[src/rtl/sfa_pkg.sv]
// ----------------------------------------------------------------------------
// sfa_pkg: shared types, widths and helpers of the separation force block
// Fixed-point formats, derived widths, saturation helpers and state codes.
// ----------------------------------------------------------------------------
package sfa_pkg;

   // Position format: signed Q(POS_WIDTH-FRAC_BITS).FRAC_BITS
   localparam int POS_WIDTH = 32;
   localparam int FRAC_BITS = 16;

   // Minimum separation register: unsigned, 31 bits
   localparam int MINSEP_W = 31;
   localparam logic [MINSEP_W-1:0] MINSEP_RESET = 31'd327680;

   // Softening term added to the length: round(0.001 * 2^FRAC_BITS)
   localparam int EPS = ((1 << FRAC_BITS) + 500) / 1000;

   // Offset and magnitude widths
   localparam int DIFF_W = POS_WIDTH + 1;
   localparam int CHK_W  = (DIFF_W > MINSEP_W) ? DIFF_W : MINSEP_W;
   localparam int MAG_W  = MINSEP_W;

   // Shared multiplier, sum of squares and root
   localparam int MUL_B_W     = MAG_W + 1;
   localparam int PROD_W      = 2 * MAG_W + 1;
   localparam int SQ_W        = 2 * MAG_W + 2;
   localparam int ROOT_W      = SQ_W / 2;
   localparam int SQRT_CNT_W  = $clog2(ROOT_W);

   // Divider: quotient of |d| * 2^(2F) / den
   localparam int DEN_W      = PROD_W;
   localparam int QUO_W      = 2 * FRAC_BITS + 1;
   localparam int DIV_CNT_W  = $clog2(QUO_W);
   localparam int SAT_W      = ((QUO_W > POS_WIDTH) ? QUO_W : POS_WIDTH) + 1;

   // Stream payload widths, padded to whole bytes
   localparam int REQ_DATA_W = ((6 * POS_WIDTH + 7) / 8) * 8;
   localparam int RSP_DATA_W = ((3 * POS_WIDTH + 7) / 8) * 8;

   // Square sequencing: three products, last add, root start
   localparam int SQ_CNT_W = 3;
   localparam logic [SQ_CNT_W-1:0] SQ_LAST_MUL = 3'd2;
   localparam logic [SQ_CNT_W-1:0] SQ_START    = 3'd4;

   typedef logic signed [POS_WIDTH-1:0] pos_type;
   typedef logic signed [DIFF_W-1:0]    diff_type;
   typedef logic        [MAG_W-1:0]     mag_type;
   typedef logic        [DEN_W-1:0]     den_type;
   typedef logic        [QUO_W-1:0]     quo_type;

   localparam pos_type POS_MAX = {1'b0, {(POS_WIDTH-1){1'b1}}};
   localparam pos_type POS_MIN = {1'b1, {(POS_WIDTH-1){1'b0}}};

   // Sequencer states
   typedef enum logic [8:0] {
      ST_IDLE     = 9'b000000001,
      ST_CHECK    = 9'b000000010,
      ST_SQUARE   = 9'b000000100,
      ST_ROOT     = 9'b000001000,
      ST_MULDEN   = 9'b000010000,
      ST_DIVSTART = 9'b000100000,
      ST_DIVIDE   = 9'b001000000,
      ST_ACCUM    = 9'b010000000,
      ST_FINISH   = 9'b100000000
   } state_type;

   // Magnitude of an offset, widened for the range compare
   function automatic logic [CHK_W-1:0] abs_diff(diff_type d);
      logic [DIFF_W-1:0] m;
      m = d[DIFF_W-1] ? DIFF_W'(-d) : DIFF_W'(d);
      return CHK_W'(m);
   endfunction

   // Apply the offset sign to a quotient and clamp to the position range
   function automatic pos_type term_sat(quo_type q, logic neg);
      logic [SAT_W-1:0] qe;
      logic [SAT_W-1:0] lim;
      qe  = SAT_W'(q);
      lim = SAT_W'(1) << (POS_WIDTH - 1);
      if (neg) begin
         if (qe >= lim) return POS_MIN;
         return pos_type'(-(qe[POS_WIDTH-1:0]));
      end
      if (qe >= lim) return POS_MAX;
      return pos_type'(qe[POS_WIDTH-1:0]);
   endfunction

   // Saturating add in the position range
   function automatic pos_type sat_add(pos_type a, pos_type b);
      logic signed [POS_WIDTH:0] s;
      s = (POS_WIDTH+1)'(a) + (POS_WIDTH+1)'(b);
      if (s[POS_WIDTH] != s[POS_WIDTH-1]) begin
         return s[POS_WIDTH] ? POS_MIN : POS_MAX;
      end
      return pos_type'(s[POS_WIDTH-1:0]);
   endfunction

endpackage

[src/rtl/sfa_div.sv]
// ----------------------------------------------------------------------------
// sfa_div: bit-serial restoring divider
// Quotient of numer * 2^(2F) / denom, one quotient bit per cycle.
// ----------------------------------------------------------------------------
module sfa_div (
   input  logic                      clock,
   input  logic                      reset,
   input  logic                      start,
   input  sfa_pkg::mag_type          numer,
   input  sfa_pkg::den_type          denom,
   output logic                      done,
   output sfa_pkg::quo_type          quo
);

   localparam int T_W = sfa_pkg::DEN_W + 1;

   sfa_pkg::den_type              rem_ff, rem_in;
   sfa_pkg::den_type              den_ff, den_in;
   sfa_pkg::quo_type              quo_ff, quo_in;
   logic                          bit_ff, bit_in;
   logic [sfa_pkg::DIV_CNT_W-1:0] cnt_ff, cnt_in;
   logic                          busy_ff, busy_in;
   logic                          done_ff, done_in;
   logic [T_W-1:0]                t;
   logic [T_W-1:0]                den_ext;

   // Shift in the next numerator bit, subtract when the divisor fits
   always_comb begin
      t       = {rem_ff, bit_ff};
      den_ext = T_W'(den_ff);
      rem_in  = rem_ff;
      den_in  = den_ff;
      quo_in  = quo_ff;
      bit_in  = bit_ff;
      cnt_in  = cnt_ff;
      busy_in = busy_ff;
      done_in = 1'b0;
      if (start) begin
         // Upper numerator bits preload the remainder; the low bit follows
         rem_in  = sfa_pkg::DEN_W'(numer >> 1);
         bit_in  = numer[0];
         den_in  = denom;
         cnt_in  = '0;
         busy_in = 1'b1;
      end else if (busy_ff) begin
         bit_in = 1'b0;
         if (t >= den_ext) begin
            rem_in = sfa_pkg::DEN_W'(t - den_ext);
            quo_in = {quo_ff[sfa_pkg::QUO_W-2:0], 1'b1};
         end else begin
            rem_in = t[sfa_pkg::DEN_W-1:0];
            quo_in = {quo_ff[sfa_pkg::QUO_W-2:0], 1'b0};
         end
         cnt_in = cnt_ff + 1'b1;
         if (cnt_ff == sfa_pkg::DIV_CNT_W'(sfa_pkg::QUO_W - 1)) begin
            busy_in = 1'b0;
            done_in = 1'b1;
         end
      end
   end

   always_ff @(posedge clock) begin
      rem_ff <= rem_in;
      den_ff <= den_in;
      quo_ff <= quo_in;
      bit_ff <= bit_in;
      cnt_ff <= cnt_in;
      if (reset) begin
         busy_ff <= 1'b0;
         done_ff <= 1'b0;
      end else begin
         busy_ff <= busy_in;
         done_ff <= done_in;
      end
   end

   assign done = done_ff;
   assign quo  = quo_ff;

endmodule

[config.mk]
export PLATFORM = sky130hd
export DESIGN_NAME = sfa_div
export DESIGN_NICKNAME = d
export VERILOG_FILES = /design/src/rtl/sfa_pkg.sv /design/src/rtl/sfa_div.sv
export SDC_FILE = /design/constraint.sdc
export NUM_CORES = 1
export LEC_CHECK = 0
export BUFFER_PORTS_ARGS = -buffer_cell sky130_fd_sc_hd__buf_2
export CORE_UTILIZATION = 60
export DETAILED_ROUTE_END_ITERATION = 10
export PLACE_DENSITY = 0.94
export RECOVER_POWER = 25
export SLEW_MARGIN = 20
export SYNTH_ARGS = -nofsm -noshare
export SYNTH_HDL_FRONTEND = slang
export SYNTH_SLANG_ARGS = --single-unit
[constraint.sdc]
create_clock -name clock -period 5.35 [get_ports clock]
set_input_delay 0.8025 -clock clock [delete_from_list [all_inputs] [get_ports clock]]
set_output_delay 0.8025 -clock clock [all_outputs]
set_load 0.005 [all_outputs]
==> results_dict.tcl, run 1 <==
set metrics [dict create \
    grt_pass1_wl_um 41000 \
    synth.avg_cell_area_um2 9.79 \
    dr.first_iter.drc_count 929 \
    cp.arrival_ps 4280 \
    top_usage_layer "met2" \
    min_path_type "reg2reg" \
    finalSetupViolations 0 \
    yosysSeqAreaShare_pct 45.1 \
    fin_nets 1318 \
    drc_errors 0 \
    synth_edf_count 127 \
    cp_slowest_stage_delay_ps 490 \
    die_w_um 133 \
    gr-total-overflow 0 \
    fillCellCount 1267 \
    htreeDepth 4 \
    startpoint_type "register" \
    die_area_mm2 0.0176 \
    async_reset_ff_share_pct 0 \
    rsz0062_at_grt "no" \
    wl_um 25200 \
    clock_sinks 168 \
    p_per_area_mw_per_mm2 317 \
    num_antenna_cells 0 \
    clk_pin_slew_ps 70 \
    synth_nets 1212 \
    use_met2_pct 48.8 \
    initial_utilization_pct 61.7 \
    worst_slack_ps 1280 \
    antenna_found_initial 0 \
    p_leak_nw 4.82 \
    cts_made_buffers 17 \
    io_pins 131 \
    coreArea_mm2 0.0166 \
    vdd_drop_max_mv 0.249 \
    holdBufCountCts 0 \
    min_path_cells 0 \
    numPortBuffers 130 \
    status "finished, final reports clean" \
    fin_crit_sh_pct 76.0 \
    die_height_um 133 \
    setup_tns_ps 0 \
    worstPathMaxFanout 78 \
    finalPower_mw 3.69 \
    cts_tree "yes" \
    worst_pin_slew_ps 1050 \
    fin_area_mm2 0.0116 \
    whs_ps 451 \
    drv_cap 0 \
    cp-startpoint "bit_ff" \
    vias 8502 \
    drive_above_1_share_pct 18.2 \
    cts_resized 0 \
    crit_path_end "rem_ff[20]" \
    place.gp.congestion 0.973 \
    dp_slack_ps 1360 \
    dr.pass1.iters 6 \
    fin_crit_ps 4070 \
    grt_util_met3_pct 5.63 \
    post-cts-setup-buffers 0 \
    row_count 47 \
    ant_nets 0 \
    syn_area_mm2 0.0103 \
    rr_endpoint "rem_ff[20]" \
    grt_pass1_vias 8179 \
    finalMaxSlewViolations 0 \
    track_usage_pct 29.5 \
    clk_path_buf_depth 2 \
    crit_top_cell "inv_1" \
    slowest_stage "nor4_1" \
    netlist_instances 1049 \
    grt_max_degree 79 \
    fin_skew_ps 15.7 \
    yosysUniqueCellTypes 70 \
    yosysWarnings 0 \
    synth-seq-cells 168 \
    r2r_start "bit_ff" \
    slew_headroom_pct 29.6 \
    cp.required_ps 5560 \
    reg2regPathDepth 14 \
    synthFlopType "edfxtp_1" \
    area_growth_pct 13.3 \
    clk_latency_ps 450 \
    cts-root-buf "clkbuf_16" \
    placedInstanceArea_mm2 0.0110 \
    crit_chain "inv_1, ha_1, inv_1, fa_1, a211oi_1, nor3_2, nor2_1, o31ai_4, a21o_1, nor4_1, o41ai_4, buf_12, mux2_1, mux2_2" \
    via_per_inst 6.13 \
    endpoint_kind "register" \
    crit_type "reg2reg" \
    grtUsageMet1_pct 38.4 \
    dp_hpwl_um 18100 \
    clock.fmax_ghz 0.246 \
    r2r_slack_ps 1280 \
    finalHoldViolations 0 \
    routedWlPerCell_um 18.2 \
]
registers in the layout, summed over array words and instances, names as in the netlist:
signal   flops
cnt_ff       6
den_ff      63
quo         33
bit_ff       1
done         1
rem_ff      63
busy_ff      1
cells by family (layout without fill, tap and decap cells):
logic type / count (synthesis) / after routing / share of synthesized area, %
buf+inv: 131 / 250 / 5.15
simple gates: 259 / 259 / 11.8
compound gates: 318 / 318 / 19.8
mux: 43 / 43 / 4.54
fa+ha+maj: 66 / 66 / 8.12
xor+xnor: 64 / 64 / 5.46
flops: 168 / 168 / 45.1
metal layers:
| layer | vias to the layer above | wire (µm) |
|---|---|---|
| li1 | 4040 | - |
| met1 | 3997 | 10800 |
| met2 | 411 | 12100 |
| met3 | 54 | 1660 |
| met4 | 0 | 603 |
| met5 | - | 0 |
area by class of cell:
| cell class | count | area (µm²) | area share [%] |
|---|---|---|---|
| multi-input combinational | 750 | 5110 | 43.9 |
| sequential | 168 | 4630 | 39.8 |
| timing repair buffer | 136 | 711 | 6.11 |
| clock buffer | 17 | 425 | 3.66 |
| inverter | 82 | 308 | 2.64 |
| tap | 220 | 275 | 2.37 |
| clock inverter | 15 | 176 | 1.52 |
critical path: cells and delay by family (launching register included):
family | cells | cell delay, ps
DFF | 1 | 380
buffers and inverters | 3 | 380
AOI/OAI and AO/OA | 4 | 980
adders and majority gates | 2 | 570
muxes | 2 | 600
and+or+nand+nor | 3 | 860
metrics by stage:
stage / util [%] / cells
final: 69.9 / 1388
after global routing: 69.9 / 1388
after CTS: 69.9 / 1388
after global placement: 66.3 / 1356
after floorplan: - / 1049
after detailed placement: 66.3 / 1356
worst min-delay path by stage:
| stage | startpoint | to | slack (ps) |
|---|---|---|---|
| after global routing | quo[0] | quo[1] | 460 |
| final | quo[0] | quo[1] | 450 |
| after global placement | quo[25] | quo[26] | 430 |
| after floorplan | cnt_ff[5] | done | 440 |
| after detailed placement | quo[9] | quo[10] | 430 |
| after CTS | quo[0] | quo[1] | 450 |
cell usage after synthesis (4+ instances only):
| library cell | instances | area share [%] |
|---|---|---|
| a21o_1 | 24 | 1.8 |
| o21bai_1 | 16 | 1.2 |
| a21oi_1 | 116 | 5.7 |
| nor4_1 | 5 | 0.30 |
| nand2b_1 | 8 | 0.49 |
| a31oi_1 | 8 | 0.49 |
| buf_2 | 15 | 0.73 |
| xnor2_1 | 37 | 3.2 |
| inv_1 | 81 | 3.0 |
| mux2_2 | 27 | 3.0 |
| dfxtp_1 | 41 | 8.0 |
| nor2_1 | 81 | 3.0 |
| o21a_1 | 11 | 0.80 |
| nor3_1 | 13 | 0.63 |
| mux2i_1 | 14 | 1.4 |
| o21ai_1 | 26 | 1.3 |
| a211oi_1 | 23 | 1.7 |
| a21boi_0 | 4 | 0.29 |
| edfxtp_1 | 127 | 37 |
| ha_1 | 65 | 7.9 |
| or3_1 | 5 | 0.30 |
| o21ai_0 | 38 | 1.9 |
| nor2b_1 | 7 | 0.43 |
| xor2_1 | 27 | 2.3 |
| a221o_1 | 4 | 0.39 |
| a22oi_1 | 12 | 0.88 |
| and2_1 | 5 | 0.30 |
| nand2_1 | 81 | 3.0 |
| clkbuf_1 | 30 | 1.1 |
| nand4_1 | 30 | 1.8 |
| nand3_1 | 8 | 0.39 |
report_power, final:
| group | total [mW] | internal [mW] | switching [mW] |
|---|---|---|---|
| logic | 0.865 | 0.337 | 0.528 |
| clock network | 1.28 | 0.736 | 0.545 |
| registers | 1.54 | 1.50 | 0.0432 |
| total | 3.69 | 2.58 | 1.12 |
placed cells by master (no fill, tap or decap), types with 5 or more instances in the layout:
cell type	count
and2_1	5
a21o_1	24
inv_1	81
o21bai_1	16
xnor2_1	37
dfxtp_1	41
o21a_1	11
a31oi_1	8
nor4_1	5
nor2b_1	7
ha_1	65
nor3_1	13
buf_4	6
a22oi_1	12
mux2_2	27
clkbuf_16	17
nand2_1	81
o21ai_1	26
buf_2	129
a211oi_1	23
mux2i_1	14
a21oi_1	116
nand3_1	8
edfxtp_1	127
nand4_1	30
o21ai_0	38
xor2_1	27
or3_1	5
nor2_1	80
nand2b_1	8
Power figures use the tool's default switching activity.
==> run 2, diff against run 1 <==
--- a/config.mk
+++ b/config.mk
@@ -6,9 +6,9 @@
 export NUM_CORES = 1
 export LEC_CHECK = 0
 export BUFFER_PORTS_ARGS = -buffer_cell sky130_fd_sc_hd__buf_2
-export CORE_UTILIZATION = 60
+export CORE_UTILIZATION = 59
 export DETAILED_ROUTE_END_ITERATION = 10
-export PLACE_DENSITY = 0.94
+export PLACE_DENSITY = 0.93
 export RECOVER_POWER = 25
 export SLEW_MARGIN = 20
 export SYNTH_ARGS = -nofsm -noshare
==> constraint.sdc (replaced) <==
create_clock -name clock -period 4.1 [get_ports clock]
set_input_delay 0.615 -clock clock [delete_from_list [all_inputs] [get_ports clock]]
set_output_delay 0.615 -clock clock [all_outputs]
set_load 0.005 [all_outputs]
==> run 2 against run 1 <==
Count of clock-buffer cells in the layout grew 3. Design area grew 0.85%. Hold slack got worse by 110 ps. Maximum frequency grew 4.4%. Sequential power up 31%. Critical path type unchanged. Largest cell class unchanged. Largest power group unchanged.
==> results_dict.tcl, run 2 (synthesis gave the netlist of run 1 again) <==
set metrics [dict create \
    status "finished, final reports clean" \
    finalPower_mw 4.86 \
    p_leak_nw 4.88 \
    die_area_mm2 0.0179 \
    grt_pass1_vias 8299 \
    clock.fmax_ghz 0.257 \
    coreArea_mm2 0.0168 \
    area_growth_pct 14.3 \
    clk_pin_slew_ps 70 \
    finalSetupViolations 0 \
    fillCellCount 1225 \
    htreeDepth 4 \
    startpoint_type "register" \
    dp_slack_ps 181 \
    initial_utilization_pct 61.3 \
    io_pins 131 \
    layout_common_cells "127 x edfxtp_1, 127 x buf_2, 116 x a21oi_1" \
    fin_nets 1327 \
    stdcell_count 1397 \
    rsz0062_at_grt "no" \
    clock_sinks 168 \
    numPortBuffers 130 \
    fin_area_mm2 0.0117 \
    antenna_found_initial 0 \
    fin_crit_sh_pct 95.0 \
    fin_crit_ps 3900 \
    drc_errors 0 \
    drv_cap 0 \
    grt_pass1_wl_um 40700 \
    grt_max_degree 85 \
    wl_um 25400 \
    finalHoldViolations 0 \
    num_antenna_cells 0 \
    worst_pin_slew_ps 609 \
    vdd_drop_max_mv 0.451 \
    cts_tree "yes" \
    dp_cells 1365 \
    crit_type "reg2reg" \
    slew_headroom_pct 59.1 \
    cp.required_ps 4290 \
    place.gp.congestion 0.997 \
    worstPathMaxFanout 30 \
    die_w_um 134 \
    setup_tns_ps 0 \
    whs_ps 343 \
    p_per_area_mw_per_mm2 414 \
    cts_made_buffers 17 \
    worst_slack_ps 205 \
    endpoint_kind "register" \
    post-route-util_pct 70.0 \
    clk_path_buf_depth 2 \
    placedInstanceArea_mm2 0.0111 \
    routedWlPerCell_um 18.2 \
    die_height_um 134 \
    track_usage_pct 29.1 \
    vias 8521 \
    ant_nets 0 \
    clk_latency_ps 440 \
    row_count 47 \
    dr.first_iter.drc_count 789 \
    fin_skew_ps 12.8 \
    finalMaxSlewViolations 0 \
    gr-total-overflow 0 \
    min_path_type "in2reg" \
    cts-root-buf "clkbuf_16" \
    dr.pass1.iters 7 \
    dp_hpwl_um 18200 \
    drive_above_1_share_pct 18.7 \
    via_per_inst 6.10 \
    cp.arrival_ps 4090 \
]
-- run 2: metal layers --
metal | routed length, µm | vias up | global-route usage [%]
li1 | - | 4071 | -
met1 | 10700 | 3971 | 36.7
met2 | 11900 | 399 | 47.8
met3 | 1780 | 80 | 6.01
met4 | 939 | 0 | 13.7
met5 | 0 | - | 0
-- run 2: where the power goes --
group	internal, mW	leakage, nW	switching, mW
logic	0.450	3.00	0.690
clock network	0.995	0.304	0.711
registers	1.96	1.57	0.0583
total	3.40	4.88	1.46
-- run 2: worst max-delay path, stage by stage (launching register included) --
cell      delay (ps)
edfxtp_1         380
inv_1             70
ha_1             150
inv_1             60
fa_1             450
a211oi_2         360
nor3_2           110
nor2_1           290
o31ai_4          150
a21o_1           220
nor4_2           370
o41ai_4          140
buf_4            270
buf_4            210
nor2_1            90
a21oi_1           50
mux2_2           280
-- run 2: final timing paths --
| check | end | slack, ps | startpoint | depth (start not counted) |
|---|---|---|---|---|
| worst max register to register | rem_ff[11] | 200 | bit_ff | 16 |
| worst min register to register | quo[1] | 450 | quo[0] | 0 |
| worst min-delay path | den_ff[9] | 340 | denom[9] | 1 |
| worst max-delay path | rem_ff[11] | 200 | bit_ff | 16 |
-- run 2: repair_timing --
action                                 4_1_cts  5_1_grt
gates resized for setup                      0        3
setup endpoints to repair                    0       50
buffers inserted                             0        0
hold buffers                                 0        0
endpoints found under the hold margin        0        0
-- run 2: area by class of cell --
cell class	count	area, µm²	area share, %
clock inverters	12	176	1.50
flip-flops and latches	168	4630	39.5
repair buffers	145	779	6.64
well taps	220	275	2.35
clock buffers	20	447	3.81
multi-input cells	750	5120	43.6
inverters	82	308	2.62
