File: src/rtl/sfa_pkg.sv
// ----------------------------------------------------------------------------
// sfa_pkg: shared types, widths and helpers of the separation force block
// Fixed-point formats, derived widths, saturation helpers and state codes.
// ----------------------------------------------------------------------------
package sfa_pkg;

   // Position format: signed Q(POS_WIDTH-FRAC_BITS).FRAC_BITS
   localparam int POS_WIDTH = 32;
   localparam int FRAC_BITS = 16;

   // Minimum separation register: unsigned, 31 bits
   localparam int MINSEP_W = 31;
   localparam logic [MINSEP_W-1:0] MINSEP_RESET = 31'd327680;

   // Softening term added to the length: round(0.001 * 2^FRAC_BITS)
   localparam int EPS = ((1 << FRAC_BITS) + 500) / 1000;

   // Offset and magnitude widths
   localparam int DIFF_W = POS_WIDTH + 1;
   localparam int CHK_W  = (DIFF_W > MINSEP_W) ? DIFF_W : MINSEP_W;
   localparam int MAG_W  = MINSEP_W;

   // Shared multiplier, sum of squares and root
   localparam int MUL_B_W     = MAG_W + 1;
   localparam int PROD_W      = 2 * MAG_W + 1;
   localparam int SQ_W        = 2 * MAG_W + 2;
   localparam int ROOT_W      = SQ_W / 2;
   localparam int SQRT_CNT_W  = $clog2(ROOT_W);

   // Divider: quotient of |d| * 2^(2F) / den
   localparam int DEN_W      = PROD_W;
   localparam int QUO_W      = 2 * FRAC_BITS + 1;
   localparam int DIV_CNT_W  = $clog2(QUO_W);
   localparam int SAT_W      = ((QUO_W > POS_WIDTH) ? QUO_W : POS_WIDTH) + 1;

   // Stream payload widths, padded to whole bytes
   localparam int REQ_DATA_W = ((6 * POS_WIDTH + 7) / 8) * 8;
   localparam int RSP_DATA_W = ((3 * POS_WIDTH + 7) / 8) * 8;

   // Square sequencing: three products, last add, root start
   localparam int SQ_CNT_W = 3;
   localparam logic [SQ_CNT_W-1:0] SQ_LAST_MUL = 3'd2;
   localparam logic [SQ_CNT_W-1:0] SQ_START    = 3'd4;

   typedef logic signed [POS_WIDTH-1:0] pos_type;
   typedef logic signed [DIFF_W-1:0]    diff_type;
   typedef logic        [MAG_W-1:0]     mag_type;
   typedef logic        [DEN_W-1:0]     den_type;
   typedef logic        [QUO_W-1:0]     quo_type;

   localparam pos_type POS_MAX = {1'b0, {(POS_WIDTH-1){1'b1}}};
   localparam pos_type POS_MIN = {1'b1, {(POS_WIDTH-1){1'b0}}};

   // Sequencer states
   typedef enum logic [8:0] {
      ST_IDLE     = 9'b000000001,
      ST_CHECK    = 9'b000000010,
      ST_SQUARE   = 9'b000000100,
      ST_ROOT     = 9'b000001000,
      ST_MULDEN   = 9'b000010000,
      ST_DIVSTART = 9'b000100000,
      ST_DIVIDE   = 9'b001000000,
      ST_ACCUM    = 9'b010000000,
      ST_FINISH   = 9'b100000000
   } state_type;

   // Magnitude of an offset, widened for the range compare
   function automatic logic [CHK_W-1:0] abs_diff(diff_type d);
      logic [DIFF_W-1:0] m;
      m = d[DIFF_W-1] ? DIFF_W'(-d) : DIFF_W'(d);
      return CHK_W'(m);
   endfunction

   // Apply the offset sign to a quotient and clamp to the position range
   function automatic pos_type term_sat(quo_type q, logic neg);
      logic [SAT_W-1:0] qe;
      logic [SAT_W-1:0] lim;
      qe  = SAT_W'(q);
      lim = SAT_W'(1) << (POS_WIDTH - 1);
      if (neg) begin
         if (qe >= lim) return POS_MIN;
         return pos_type'(-(qe[POS_WIDTH-1:0]));
      end
      if (qe >= lim) return POS_MAX;
      return pos_type'(qe[POS_WIDTH-1:0]);
   endfunction

   // Saturating add in the position range
   function automatic pos_type sat_add(pos_type a, pos_type b);
      logic signed [POS_WIDTH:0] s;
      s = (POS_WIDTH+1)'(a) + (POS_WIDTH+1)'(b);
      if (s[POS_WIDTH] != s[POS_WIDTH-1]) begin
         return s[POS_WIDTH] ? POS_MIN : POS_MAX;
      end
      return pos_type'(s[POS_WIDTH-1:0]);
   endfunction

endpackage

File: src/rtl/sfa_sqrt.sv
// ----------------------------------------------------------------------------
// sfa_sqrt: digit-serial integer square root
// Floor root of the sum of squares, one result bit per cycle; the radicand
// leaves a shift register two bits at a time.
// ----------------------------------------------------------------------------
module sfa_sqrt (
   input  logic                       clock,
   input  logic                       reset,
   input  logic                       start,
   input  logic [sfa_pkg::SQ_W-1:0]   radicand,
   output logic                       done,
   output logic [sfa_pkg::ROOT_W-1:0] root
);

   localparam int T_W = sfa_pkg::ROOT_W + 3;

   logic [sfa_pkg::SQ_W-1:0]       rad_ff, rad_in;
   logic [sfa_pkg::ROOT_W:0]       rem_ff, rem_in;
   logic [sfa_pkg::ROOT_W-1:0]     root_ff, root_in;
   logic [sfa_pkg::SQRT_CNT_W-1:0] cnt_ff, cnt_in;
   logic                           busy_ff, busy_in;
   logic                           done_ff, done_in;
   logic [T_W-1:0]                 t;
   logic [T_W-1:0]                 trial;

   // One root digit: bring down two radicand bits, try (4*root + 1)
   always_comb begin
      t       = {rem_ff, rad_ff[sfa_pkg::SQ_W-1 -: 2]};
      trial   = T_W'({root_ff, 2'b01});
      rad_in  = rad_ff;
      rem_in  = rem_ff;
      root_in = root_ff;
      cnt_in  = cnt_ff;
      busy_in = busy_ff;
      done_in = 1'b0;
      if (start) begin
         rad_in  = radicand;
         rem_in  = '0;
         root_in = '0;
         cnt_in  = '0;
         busy_in = 1'b1;
      end else if (busy_ff) begin
         rad_in = rad_ff << 2;
         if (t >= trial) begin
            rem_in  = (sfa_pkg::ROOT_W+1)'(t - trial);
            root_in = {root_ff[sfa_pkg::ROOT_W-2:0], 1'b1};
         end else begin
            rem_in  = t[sfa_pkg::ROOT_W:0];
            root_in = {root_ff[sfa_pkg::ROOT_W-2:0], 1'b0};
         end
         cnt_in = cnt_ff + 1'b1;
         if (cnt_ff == sfa_pkg::SQRT_CNT_W'(sfa_pkg::ROOT_W - 1)) begin
            busy_in = 1'b0;
            done_in = 1'b1;
         end
      end
   end

   always_ff @(posedge clock) begin
      rad_ff  <= rad_in;
      rem_ff  <= rem_in;
      root_ff <= root_in;
      cnt_ff  <= cnt_in;
      if (reset) begin
         busy_ff <= 1'b0;
         done_ff <= 1'b0;
      end else begin
         busy_ff <= busy_in;
         done_ff <= done_in;
      end
   end

   assign done = done_ff;
   assign root = root_ff;

endmodule

File: config.mk
export PLATFORM = sky130hd
export DESIGN_NAME = sfa_sqrt
export DESIGN_NICKNAME = d
export VERILOG_FILES = /design/src/rtl/sfa_pkg.sv /design/src/rtl/sfa_sqrt.sv
export SDC_FILE = /design/constraint.sdc
export NUM_CORES = 1
export LEC_CHECK = 0
export ABC_AREA = 1
export BUFFER_PORTS_ARGS = -buffer_cell sky130_fd_sc_hd__buf_2
export CAP_MARGIN = 40
export CORE_AREA = 2 2 125 127
export CTS_BUF_LIST = sky130_fd_sc_hd__clkbuf_16
export CTS_CLUSTER_SIZE = 24
export DETAILED_ROUTE_END_ITERATION = 12
export DIE_AREA = 0 0 127 129
export GPL_TIMING_DRIVEN = 0
export PLACE_DENSITY = 0.75
export SYNTH_ARGS = -nofsm -noshare
export SYNTH_HDL_FRONTEND = slang
export SYNTH_SLANG_ARGS = --single-unit
File: constraint.sdc
create_clock -name clock -period 3.7 [get_ports clock]
set_input_delay 0.185 -clock clock [delete_from_list [all_inputs] [get_ports clock]]
set_output_delay 0.185 -clock clock [all_outputs]
set_load 0.1 [all_outputs]
==> metrics.log, run 1 <==
[metrics] Static Leak: 5.07 nW
[metrics] data arrival time at the worst-slack endpoint: 2.73 ns
[metrics] fraction of layout instances using a drive strength above 1: 12.2%
[metrics] via total after detailed routing: approximately 7500
[metrics] most frequent cells in the layout: sky130_fd_sc_hd__nand2_1, sky130_fd_sc_hd__inv_1, sky130_fd_sc_hd__buf_2
[metrics] number of clock buffers inserted by TritonCTS: 17
[metrics] count of cell types in the netlist: just over 40
[metrics] Final Skew: 0.0154 ns
[metrics] # Max-Cap Violations: 0
[metrics] maximum number of pins on one net before global-route repair: 69
[metrics] Diodes inserted: 0
[metrics] top fanout value on the critical path: 10
[metrics] Final Hold Vio Count: 0
[metrics] core area: about 15000 um2
[metrics] vias per cell: around 5
[metrics] first drt pass iteration count: 8
[metrics] sequential share of the synthesized area: about two fifths
[metrics] growth of design area from synthesis to finish: 16.1%
[metrics] GRT Resource Usage Total: a little over a quarter
[metrics] Max-Slew Margin vs Limit: between 30% and 40%
[metrics] global-route wire length before repair: between 30000 and 40000 um
[metrics] # rows: 45
[metrics] count of non-filler cells in the finished layout: 1494
[metrics] total count of max-transition violations in the final report: 0
[metrics] die outline width: approximately 130 um
[metrics] port buffer count: between 90 and 100
[metrics] clk slew on worst S/H paths: 0.07 ns
[metrics] critical path type: flip-flop to flip-flop
[metrics] 1st-iter DRT viols: approximately 540
[metrics] Yosys warning count: 0
[metrics] clk buf depth: 2
[metrics] pre-CTS worst setup slack: around 1.3 ns
[metrics] initial cell density of the core: a little over half
[metrics] gp weighted congestion: approximately 1
[metrics] TritonCTS clock tree: done
[metrics] shortest period the worst path allows: about 2.4 ns
[metrics] latest clock arrival within the worst-skew pair: roughly 0.43 ns
[metrics] Mapped Avg Cell Area: 6.90 um2
[metrics] number of antenna violations at the first check in global routing: 0
[metrics] minimum setup slack in the final design: roughly 1.3 ns
[metrics] total power consumption of the routed design: between 9 and 10 mW
[metrics] die outline area: ~16000 um2
[metrics] routed len/inst: 13.7 um
[metrics] flip-flop cell with the highest count after synthesis: sky130_fd_sc_hd__dfxtp_1
[metrics] fin nets: between 1000 and 1500
[metrics] share of async-settable or async-resettable flops after synthesis: 0%
[metrics] crit share post-route: between 60 and 70%
[metrics] setup repair after global routing missed its margin: false
[metrics] vias in the first global route: 7256
[metrics] Sinks on Clock Net: 136
[metrics] number of flip-flops and latches in the synthesized netlist: between 100 and 150
[metrics] Clk Tree Root Cell: sky130_fd_sc_hd__clkbuf_16
[metrics] most common cell after layout, fill and taps aside: sky130_fd_sc_hd__nand2_1
[metrics] overflow left after global routing: 0
[metrics] class of the tightest hold or removal check: input port to flip-flop
[metrics] count of final setup violators: 0
[metrics] end-of-flow core utilization: a little over three fifths
[metrics] type of origin of the critical path: flip-flop
[metrics] final antenna-violating net count: 0
[metrics] post-placement cell area: between 8000 and 9000 um2
[metrics] Hold WS: between 0.015 and 0.02 ns
[metrics] Worst EP required: about 4 ns
[metrics] routed wire length: 20500 um
[metrics] Cells after DPL: between 1000 and 1500
[metrics] count of unresolved DRC violations after routing: 0
[metrics] result of the run: finished clean
[metrics] die extent in y: 129 um
[metrics] Netlist Area Pre-Place: between 8000 and 9000 um2
[metrics] peak ir drop on the vdd network: between 0.0006 and 0.0007 V
[metrics] slew of the pin with the lowest slew margin: approximately 0.9 ns
[metrics] design area: about 9400 um2
[metrics] number of resized instances in the post-cts repair step: 0
[metrics] number of cells produced by synthesis: 1175
[metrics] H-tree levels: 4
[metrics] detailed placer's ending HPWL: 15600 um
[metrics] upper clock frequency limit: just over 400 MHz
[metrics] final-layout setup total negative slack: 0 ns
[metrics] I/O pins: 100
[metrics] CP endpoint kind: flip-flop
[metrics] synthesized netlist net count: 1278
[metrics] EDFF count, synth: 64
[metrics] power density over cell area: around 1100 nW/um2
[final timing paths]
path	to	start	slack, ns	depth (start not counted)
max	rem_ff[28]	root[20]	1.27	13
min	rad_ff[0]	radicand[0]	0.02	3
min reg2reg	rem_ff[31]	rem_ff[31]	0.46	2
max reg2reg	rem_ff[28]	root[20]	1.27	13
[worst max-delay path, cell delays in order (launching register included)]
cell and delay, ns:
sky130_fd_sc_hd__dfxtp_1 0.32, sky130_fd_sc_hd__inv_1 0.07, sky130_fd_sc_hd__ha_1 0.36, sky130_fd_sc_hd__a21oi_1 0.32
sky130_fd_sc_hd__nand2_1 0.12, sky130_fd_sc_hd__nand2_1 0.07, sky130_fd_sc_hd__nand2_1 0.06, sky130_fd_sc_hd__nand2_1 0.08
sky130_fd_sc_hd__nand2_2 0.08, sky130_fd_sc_hd__nor2_8 0.20, sky130_fd_sc_hd__buf_2 0.31, sky130_fd_sc_hd__nand3b_1 0.12
sky130_fd_sc_hd__nand3_1 0.11, sky130_fd_sc_hd__nand2_1 0.07
[area by class of cell]
cell class	count	area (um2)
repair buffers	100	528
clock inverters	14	110
plain buffers	34	166
well taps	188	235
inverters	162	608
fillers	1414	5560
clock buffers	17	425
flip-flops and latches	136	3360
multi-input cells	843	3980
[report_power, final]
| part | switching [mW] | internal (mW) |
|---|---|---|
| Clock | 0.654 | 0.910 |
| Combinational | 4.31 | 2.18 |
| Sequential | 0.124 | 1.81 |
| Total | 5.09 | 4.90 |
[synthesized netlist by cell type, drive strengths merged (8+ instances only)]
| master | instances | area share (%) |
|---|---|---|
| edfxtp | 64 | 24 |
| inv | 161 | 7.5 |
| buf | 11 | 0.94 |
| nor2 | 56 | 3.0 |
| o21ai | 9 | 0.56 |
| nand4 | 8 | 0.62 |
| dfxtp | 72 | 18 |
| nand3 | 71 | 4.5 |
| xor2 | 13 | 1.4 |
| ha | 36 | 5.6 |
| nand3b | 10 | 0.93 |
| o22ai | 31 | 2.4 |
| a21oi | 22 | 1.4 |
| clkbuf | 23 | 1.1 |
| nand2 | 562 | 26 |
[state kept, by name, summed over array words and instances, names as in the netlist]
register / cells
root: 32
cnt_ff: 5
done: 1
rad_ff: 64
busy_ff: 1
rem_ff: 33
[per-layer routing]
layer | track usage [%] | wire [um]
met1 | 31.6 | 8980
met2 | 45.4 | 9760
met3 | 5.41 | 1100
met4 | 11.6 | 669
met5 | 0 | 0
[timing repair]
item                                   in CTS  in global routing
setup endpoints to repair                   0                  0
buffers inserted                            0                  0
endpoints found under the hold margin       2                  0
hold buffers                                1                  0
[logic make-up (layout without fill, tap and decap cells)]
group / Yosys count / count (layout) / share of synthesized area [%]
xor+xnor: 15 / 15 / 1.62
compound gates: 71 / 71 / 5.20
fa+ha+maj: 36 / 36 / 5.55
flops: 136 / 136 / 41.5
buf+inv: 196 / 327 / 9.50
simple gates: 721 / 721 / 36.7
No activity file was read; power rests on OpenSTA's default activity.
==> run 2, diff against run 1 <==
ABC_AREA = 0   (was 1)
CORE_AREA = 2 2 121 123   (was 2 2 125 127)
DIE_AREA = 0 0 123 125   (was 0 0 127 129)
PLACE_DENSITY = 0.76   (was 0.75)
clock period = 2.45 ns   (was 3.7 ns; I/O delays follow)
==> run 2 against run 1 <==
The run now ends with hold timing, setup timing left; clock skew decreased by 0.0038 ns; flip-flop and latch count unchanged; largest cell class unchanged; synthesized cell count decreased by 37%; die area decreased by 6.2%; highest routed layer unchanged; critical path type unchanged.
==> metrics.log, run 2 <==
[metrics] routed len/inst: 19.5 um (was 13.7 um)
[metrics] Yosys warning count: 0 (unchanged)
[metrics] Top Family by Delay on Critical Path: simple AND/OR/NAND/NOR gates (unchanged)
[metrics] most frequently used cell type in the post-synthesis netlist: sky130_fd_sc_hd__nor2_1 (was sky130_fd_sc_hd__nand2_1)
[metrics] number of cells on the worst reg-to-reg path: 12 (was 13)
[metrics] detailed placer's ending HPWL: 13800 um (was 15600 um)
[metrics] Synth top area share: 25.2% (was 25.7%)
[metrics] initial cell density of the core: 53.6% (was 54.2%)
[metrics] gp weighted congestion: 0.891 (was 0.972)
[metrics] Max-Slew Margin vs Limit: 48.8% (was 39.5%)
[metrics] Static Leak: 4.21 nW (was 5.07 nW)
[metrics] Final Skew: 0.0117 ns (was 0.0154 ns)
[metrics] most common cell after layout, fill and taps aside: sky130_fd_sc_hd__buf_2 (was sky130_fd_sc_hd__nand2_1)
[metrics] max reg flops: 64 (unchanged)
[metrics] Clk Tree Root Cell: sky130_fd_sc_hd__clkbuf_16 (unchanged)
[metrics] Hold WS: -0.00106 ns (was 0.0167 ns)
[metrics] dominant cell type by area after synthesis: sky130_fd_sc_hd__edfxtp_1 (was sky130_fd_sc_hd__nand2_1)
[metrics] worst reg-to-reg setup slack: -0.42 ns (was 1.27 ns)
[metrics] EDFF count, synth: 64 (unchanged)
[metrics] top fanout value on the critical path: 6 (was 10)
[metrics] Final Hold Vio Count: 3 (was 0)
[metrics] sequential share of the synthesized area: 44.1% (was 41.5%)
[metrics] Worst EP required: 2.74 ns (was 4.01 ns)
[metrics] vias in the first global route: 6706 (was 7256)
[metrics] fill count: 906 (was 1414)
[metrics] data arrival time at the worst-slack endpoint: 3.16 ns (was 2.73 ns)
[metrics] critical path's most frequent cell: sky130_fd_sc_hd__buf_8 (was sky130_fd_sc_hd__nand2_1)
[metrics] via total after detailed routing: 6692 (was 7518)
[metrics] class of the tightest hold or removal check: input port to flip-flop (unchanged)
[metrics] delay of the slowest cell on the worst path: 0.39 ns (was 0.36 ns)
[metrics] end point of the worst hold path: rad_ff[9] (was rad_ff[0])
[metrics] crit share post-route: 117% (was 65.6%)
[metrics] global-route wire length before repair: 33300 um (was 34100 um)
[metrics] Critical Path, Cell by Cell: inv_4 > ha_4 > buf_8 > nand4_1 > nor4_4 > nand4_2 > a31o_4 > o21ai_4 > buf_8 > buf_8 > mux2i_1 > a211oi_1 (was inv_1 > ha_1 > a21oi_1 > nand2_1 > nand2_1 > nand2_1 > nand2_1 > nand2_2 > nor2_8 > buf_2 > nand3b_1 > nand3_1 > nand2_1)
[metrics] vias per cell: 5.98 (was 5.03)
[metrics] worst path buffer plus inverter count: 4 (was 2)
[metrics] Diodes inserted: 0 (unchanged)
[metrics] clk slew on worst S/H paths: 0.06 ns (was 0.07 ns)
[metrics] number of antenna violations at the first check in global routing: 0 (unchanged)
[metrics] setup repair after global routing missed its margin: true (was false)
[metrics] growth of design area from synthesis to finish: 37.2% (was 16.1%)
[metrics] # rows: 44 (was 45)
[metrics] core area: 14200 um2 (was 15000 um2)
[metrics] clk buf depth: 2 (unchanged)
[metrics] die outline width: 123 um (was 127 um)
[metrics] pre-CTS worst setup slack: -0.504 ns (was 1.31 ns)
[metrics] count of unresolved DRC violations after routing: 0 (unchanged)
[metrics] count of non-filler cells in the finished layout: 1120 (was 1494)
[metrics] Hold Path Cell Cnt: 2 (was 3)
[metrics] upper clock frequency limit: 348 MHz (was 412 MHz)
[metrics] Sinks on Clock Net: 136 (unchanged)
[metrics] GRT Resource Usage Total: 27.7% (was 26.2%)
[metrics] # Max-Cap Violations: 0 (unchanged)
[metrics] CP endpoint kind: flip-flop (unchanged)
[metrics] most frequent cells in the layout: sky130_fd_sc_hd__buf_2, sky130_fd_sc_hd__nor2_1, sky130_fd_sc_hd__edfxtp_1 (was sky130_fd_sc_hd__nand2_1, sky130_fd_sc_hd__inv_1, sky130_fd_sc_hd__buf_2)
[metrics] type of origin of the critical path: flip-flop (unchanged)
[metrics] number of cells produced by synthesis: 737 (was 1175)
[metrics] flip-flop cell with the highest count after synthesis: sky130_fd_sc_hd__dfxtp_1 (unchanged)
[metrics] port buffer count: 98 (unchanged)
[metrics] failing checks: hold timing, setup timing
[metrics] fraction of layout instances using a drive strength above 1: 42.8% (was 12.2%)
[metrics] H-tree levels: 4 (unchanged)
[metrics] I/O pins: 100 (unchanged)
[metrics] 1st-iter DRT viols: 543 (unchanged)
[metrics] register ranked first by flip-flop count: rad_ff (unchanged)
[metrics] startpoint of the worst hold path: radicand[9] (was radicand[0])
[metrics] die outline area: 15400 um2 (was 16400 um2)
[metrics] maximum number of pins on one net before global-route repair: 38 (was 69)
[metrics] Mapped Avg Cell Area: 10.3 um2 (was 6.90 um2)
[metrics] peak ir drop on the vdd network: 0.000996 V (was 0.000607 V)
[metrics] endpoint of the worst register-to-register path: rem_ff[28] (unchanged)
[metrics] count of cell types in the netlist: 75 (was 41)
[metrics] total count of max-transition violations in the final report: 0 (unchanged)
[metrics] minimum setup slack in the final design: -0.421 ns (was 1.27 ns)
[metrics] Cells after DPL: 1020 (was 1462)
[metrics] latest clock arrival within the worst-skew pair: 0.44 ns (was 0.43 ns)
[metrics] result of the run: complete, but fails checks (was finished clean)
[metrics] Netlist Area Pre-Place: 7620 um2 (was 8110 um2)
[metrics] routed wire length: 21800 um (was 20500 um)
[metrics] critical path type: flip-flop to flip-flop (unchanged)
[metrics] number of clock buffers inserted by TritonCTS: 17 (unchanged)
[metrics] fin nets: 1026 (was 1397)
[metrics] end-of-flow core utilization: 73.6% (was 62.8%)
[metrics] Critical Path Slowest Stage Cell: sky130_fd_sc_hd__nor4_4 (was sky130_fd_sc_hd__ha_1)
[metrics] TritonCTS clock tree: done (unchanged)
[metrics] shortest period the worst path allows: 2.87 ns (was 2.43 ns)
[metrics] cell types with the largest area share after synthesis: sky130_fd_sc_hd__edfxtp_1, sky130_fd_sc_hd__dfxtp_1, sky130_fd_sc_hd__mux2_2 (was sky130_fd_sc_hd__nand2_1, sky130_fd_sc_hd__edfxtp_1, sky130_fd_sc_hd__dfxtp_1)
[metrics] number of flip-flops and latches in the synthesized netlist: 136 (unchanged)
[metrics] count of final setup violators: 34 (was 0)
[metrics] die extent in y: 125 um (was 129 um)
[metrics] power density over cell area: 1430 nW/um2 (was 1060 nW/um2)
[metrics] origin of the critical flop-to-flop path: root[24] (was root[20])
[metrics] share of async-settable or async-resettable flops after synthesis: 0% (unchanged)
[metrics] synthesized netlist net count: 840 (was 1278)
[metrics] slew of the pin with the lowest slew margin: 0.768 ns (was 0.903 ns)
[metrics] most instantiated cells after synthesis: sky130_fd_sc_hd__nor2_1, sky130_fd_sc_hd__dfxtp_1, sky130_fd_sc_hd__edfxtp_1, sky130_fd_sc_hd__mux2_2, sky130_fd_sc_hd__mux2i_1 (was sky130_fd_sc_hd__nand2_1, sky130_fd_sc_hd__inv_1, sky130_fd_sc_hd__dfxtp_1, sky130_fd_sc_hd__nand3_1, sky130_fd_sc_hd__edfxtp_1)
[metrics] first drt pass iteration count: 8 (unchanged)
[metrics] overflow left after global routing: 0 (unchanged)
[metrics] final antenna-violating net count: 0 (unchanged)
## run 2: cell types whose count changed after synthesis, moves of 8 or more
| cell | before | now |
|---|---|---|
| sky130_fd_sc_hd__o21ai_0 | 6 | 16 |
| sky130_fd_sc_hd__a211oi_1 | 1 | 20 |
| sky130_fd_sc_hd__a21o_1 | 2 | 13 |
| sky130_fd_sc_hd__a311oi_1 | 0 | 8 |
| sky130_fd_sc_hd__nand3_1 | 69 | 11 |
| sky130_fd_sc_hd__a21oi_1 | 21 | 30 |
| sky130_fd_sc_hd__nand2_1 | 555 | 41 |
| sky130_fd_sc_hd__nand3b_1 | 10 | 1 |
| sky130_fd_sc_hd__mux2_2 | 0 | 62 |
| sky130_fd_sc_hd__o22ai_1 | 31 | 1 |
| sky130_fd_sc_hd__inv_1 | 154 | 45 |
| sky130_fd_sc_hd__xnor2_1 | 2 | 15 |
| sky130_fd_sc_hd__mux2i_1 | 0 | 49 |
| sky130_fd_sc_hd__nor2_1 | 51 | 82 |
## run 2: power by group
group,internal [mW],total [mW],switching [mW]
Sequential,2.69,2.97,0.285
Combinational,4.69,9.24,4.55
Clock,1.55,2.69,1.14
Total,8.92,14.9,5.98
## run 2: what timing repair did
item / 4_1_cts / 5_1_grt
hold buffers: 28 / 1
resized for setup: 46 / 59
gates cloned: 2 / 1
setup endpoints to repair: 98 / 87
setup buffers: 18 / 24
endpoints found under the hold margin: 29 / 1
pin swaps: 18 / 29
## run 2: per-stage QoR
stage | hold WS (ns) | instance area [um2] | TNS (ns) | total power, mW
final | -0.00106 | 10500 | -11.22 | 14.9
after global routing | 0.00396 | 10500 | -13.74 | 15.5
after CTS | 0.000267 | 10000 | -9.03 | 13.5
after detailed placement | 0.300 | 8790 | -23.20 | 9.10
after global placement | 0.299 | 8770 | -55.28 | 8.91
after floorplan | 0.195 | 8050 | -5.84 | 7.76
## run 2: logic make-up after synthesis
group	Yosys count	synth area share, %
buf+inv	84	4.58
mux	111	15.6
fa+ha+maj	36	5.91
compound gates	150	14.5
flops	136	44.1
xor+xnor	23	2.64
simple gates	197	12.6
## run 2: worst max path at each step
stage               cells past startpoint         end      from
finish                                 12  rem_ff[28]  root[24]
global route                           12  rem_ff[20]  root[24]
CTS                                    11  rem_ff[31]  root[16]
detailed placement                     11  rem_ff[24]  root[26]
global placement                        4  rad_ff[60]   busy_ff
floorplan                              11  rem_ff[21]  root[22]
## run 2: layout make-up
type                       count  area [um2]  area share (%)
multi-input combinational    517        4560            43.6
sequential                   136        3490            33.4
timing repair buffer         171        1200            11.4
clock buffer                  17         425            4.07
tap                          184         230            2.20
buffer                        34         189            1.81
clock inverter                15         186            1.78
inverter                      45         175            1.68
timing repair inverter         1        7.51          0.0718
## run 2: metal layers
metal	part of all wire (%)	vias up	routed length [um]	global-route usage, %
li1	-	3084	-	-
met1	41	3244	8850	33.1
met2	50	300	10900	47.7
met3	6.7	64	1460	6.30
met4	3.0	0	662	11.0
met5	0	-	0	0
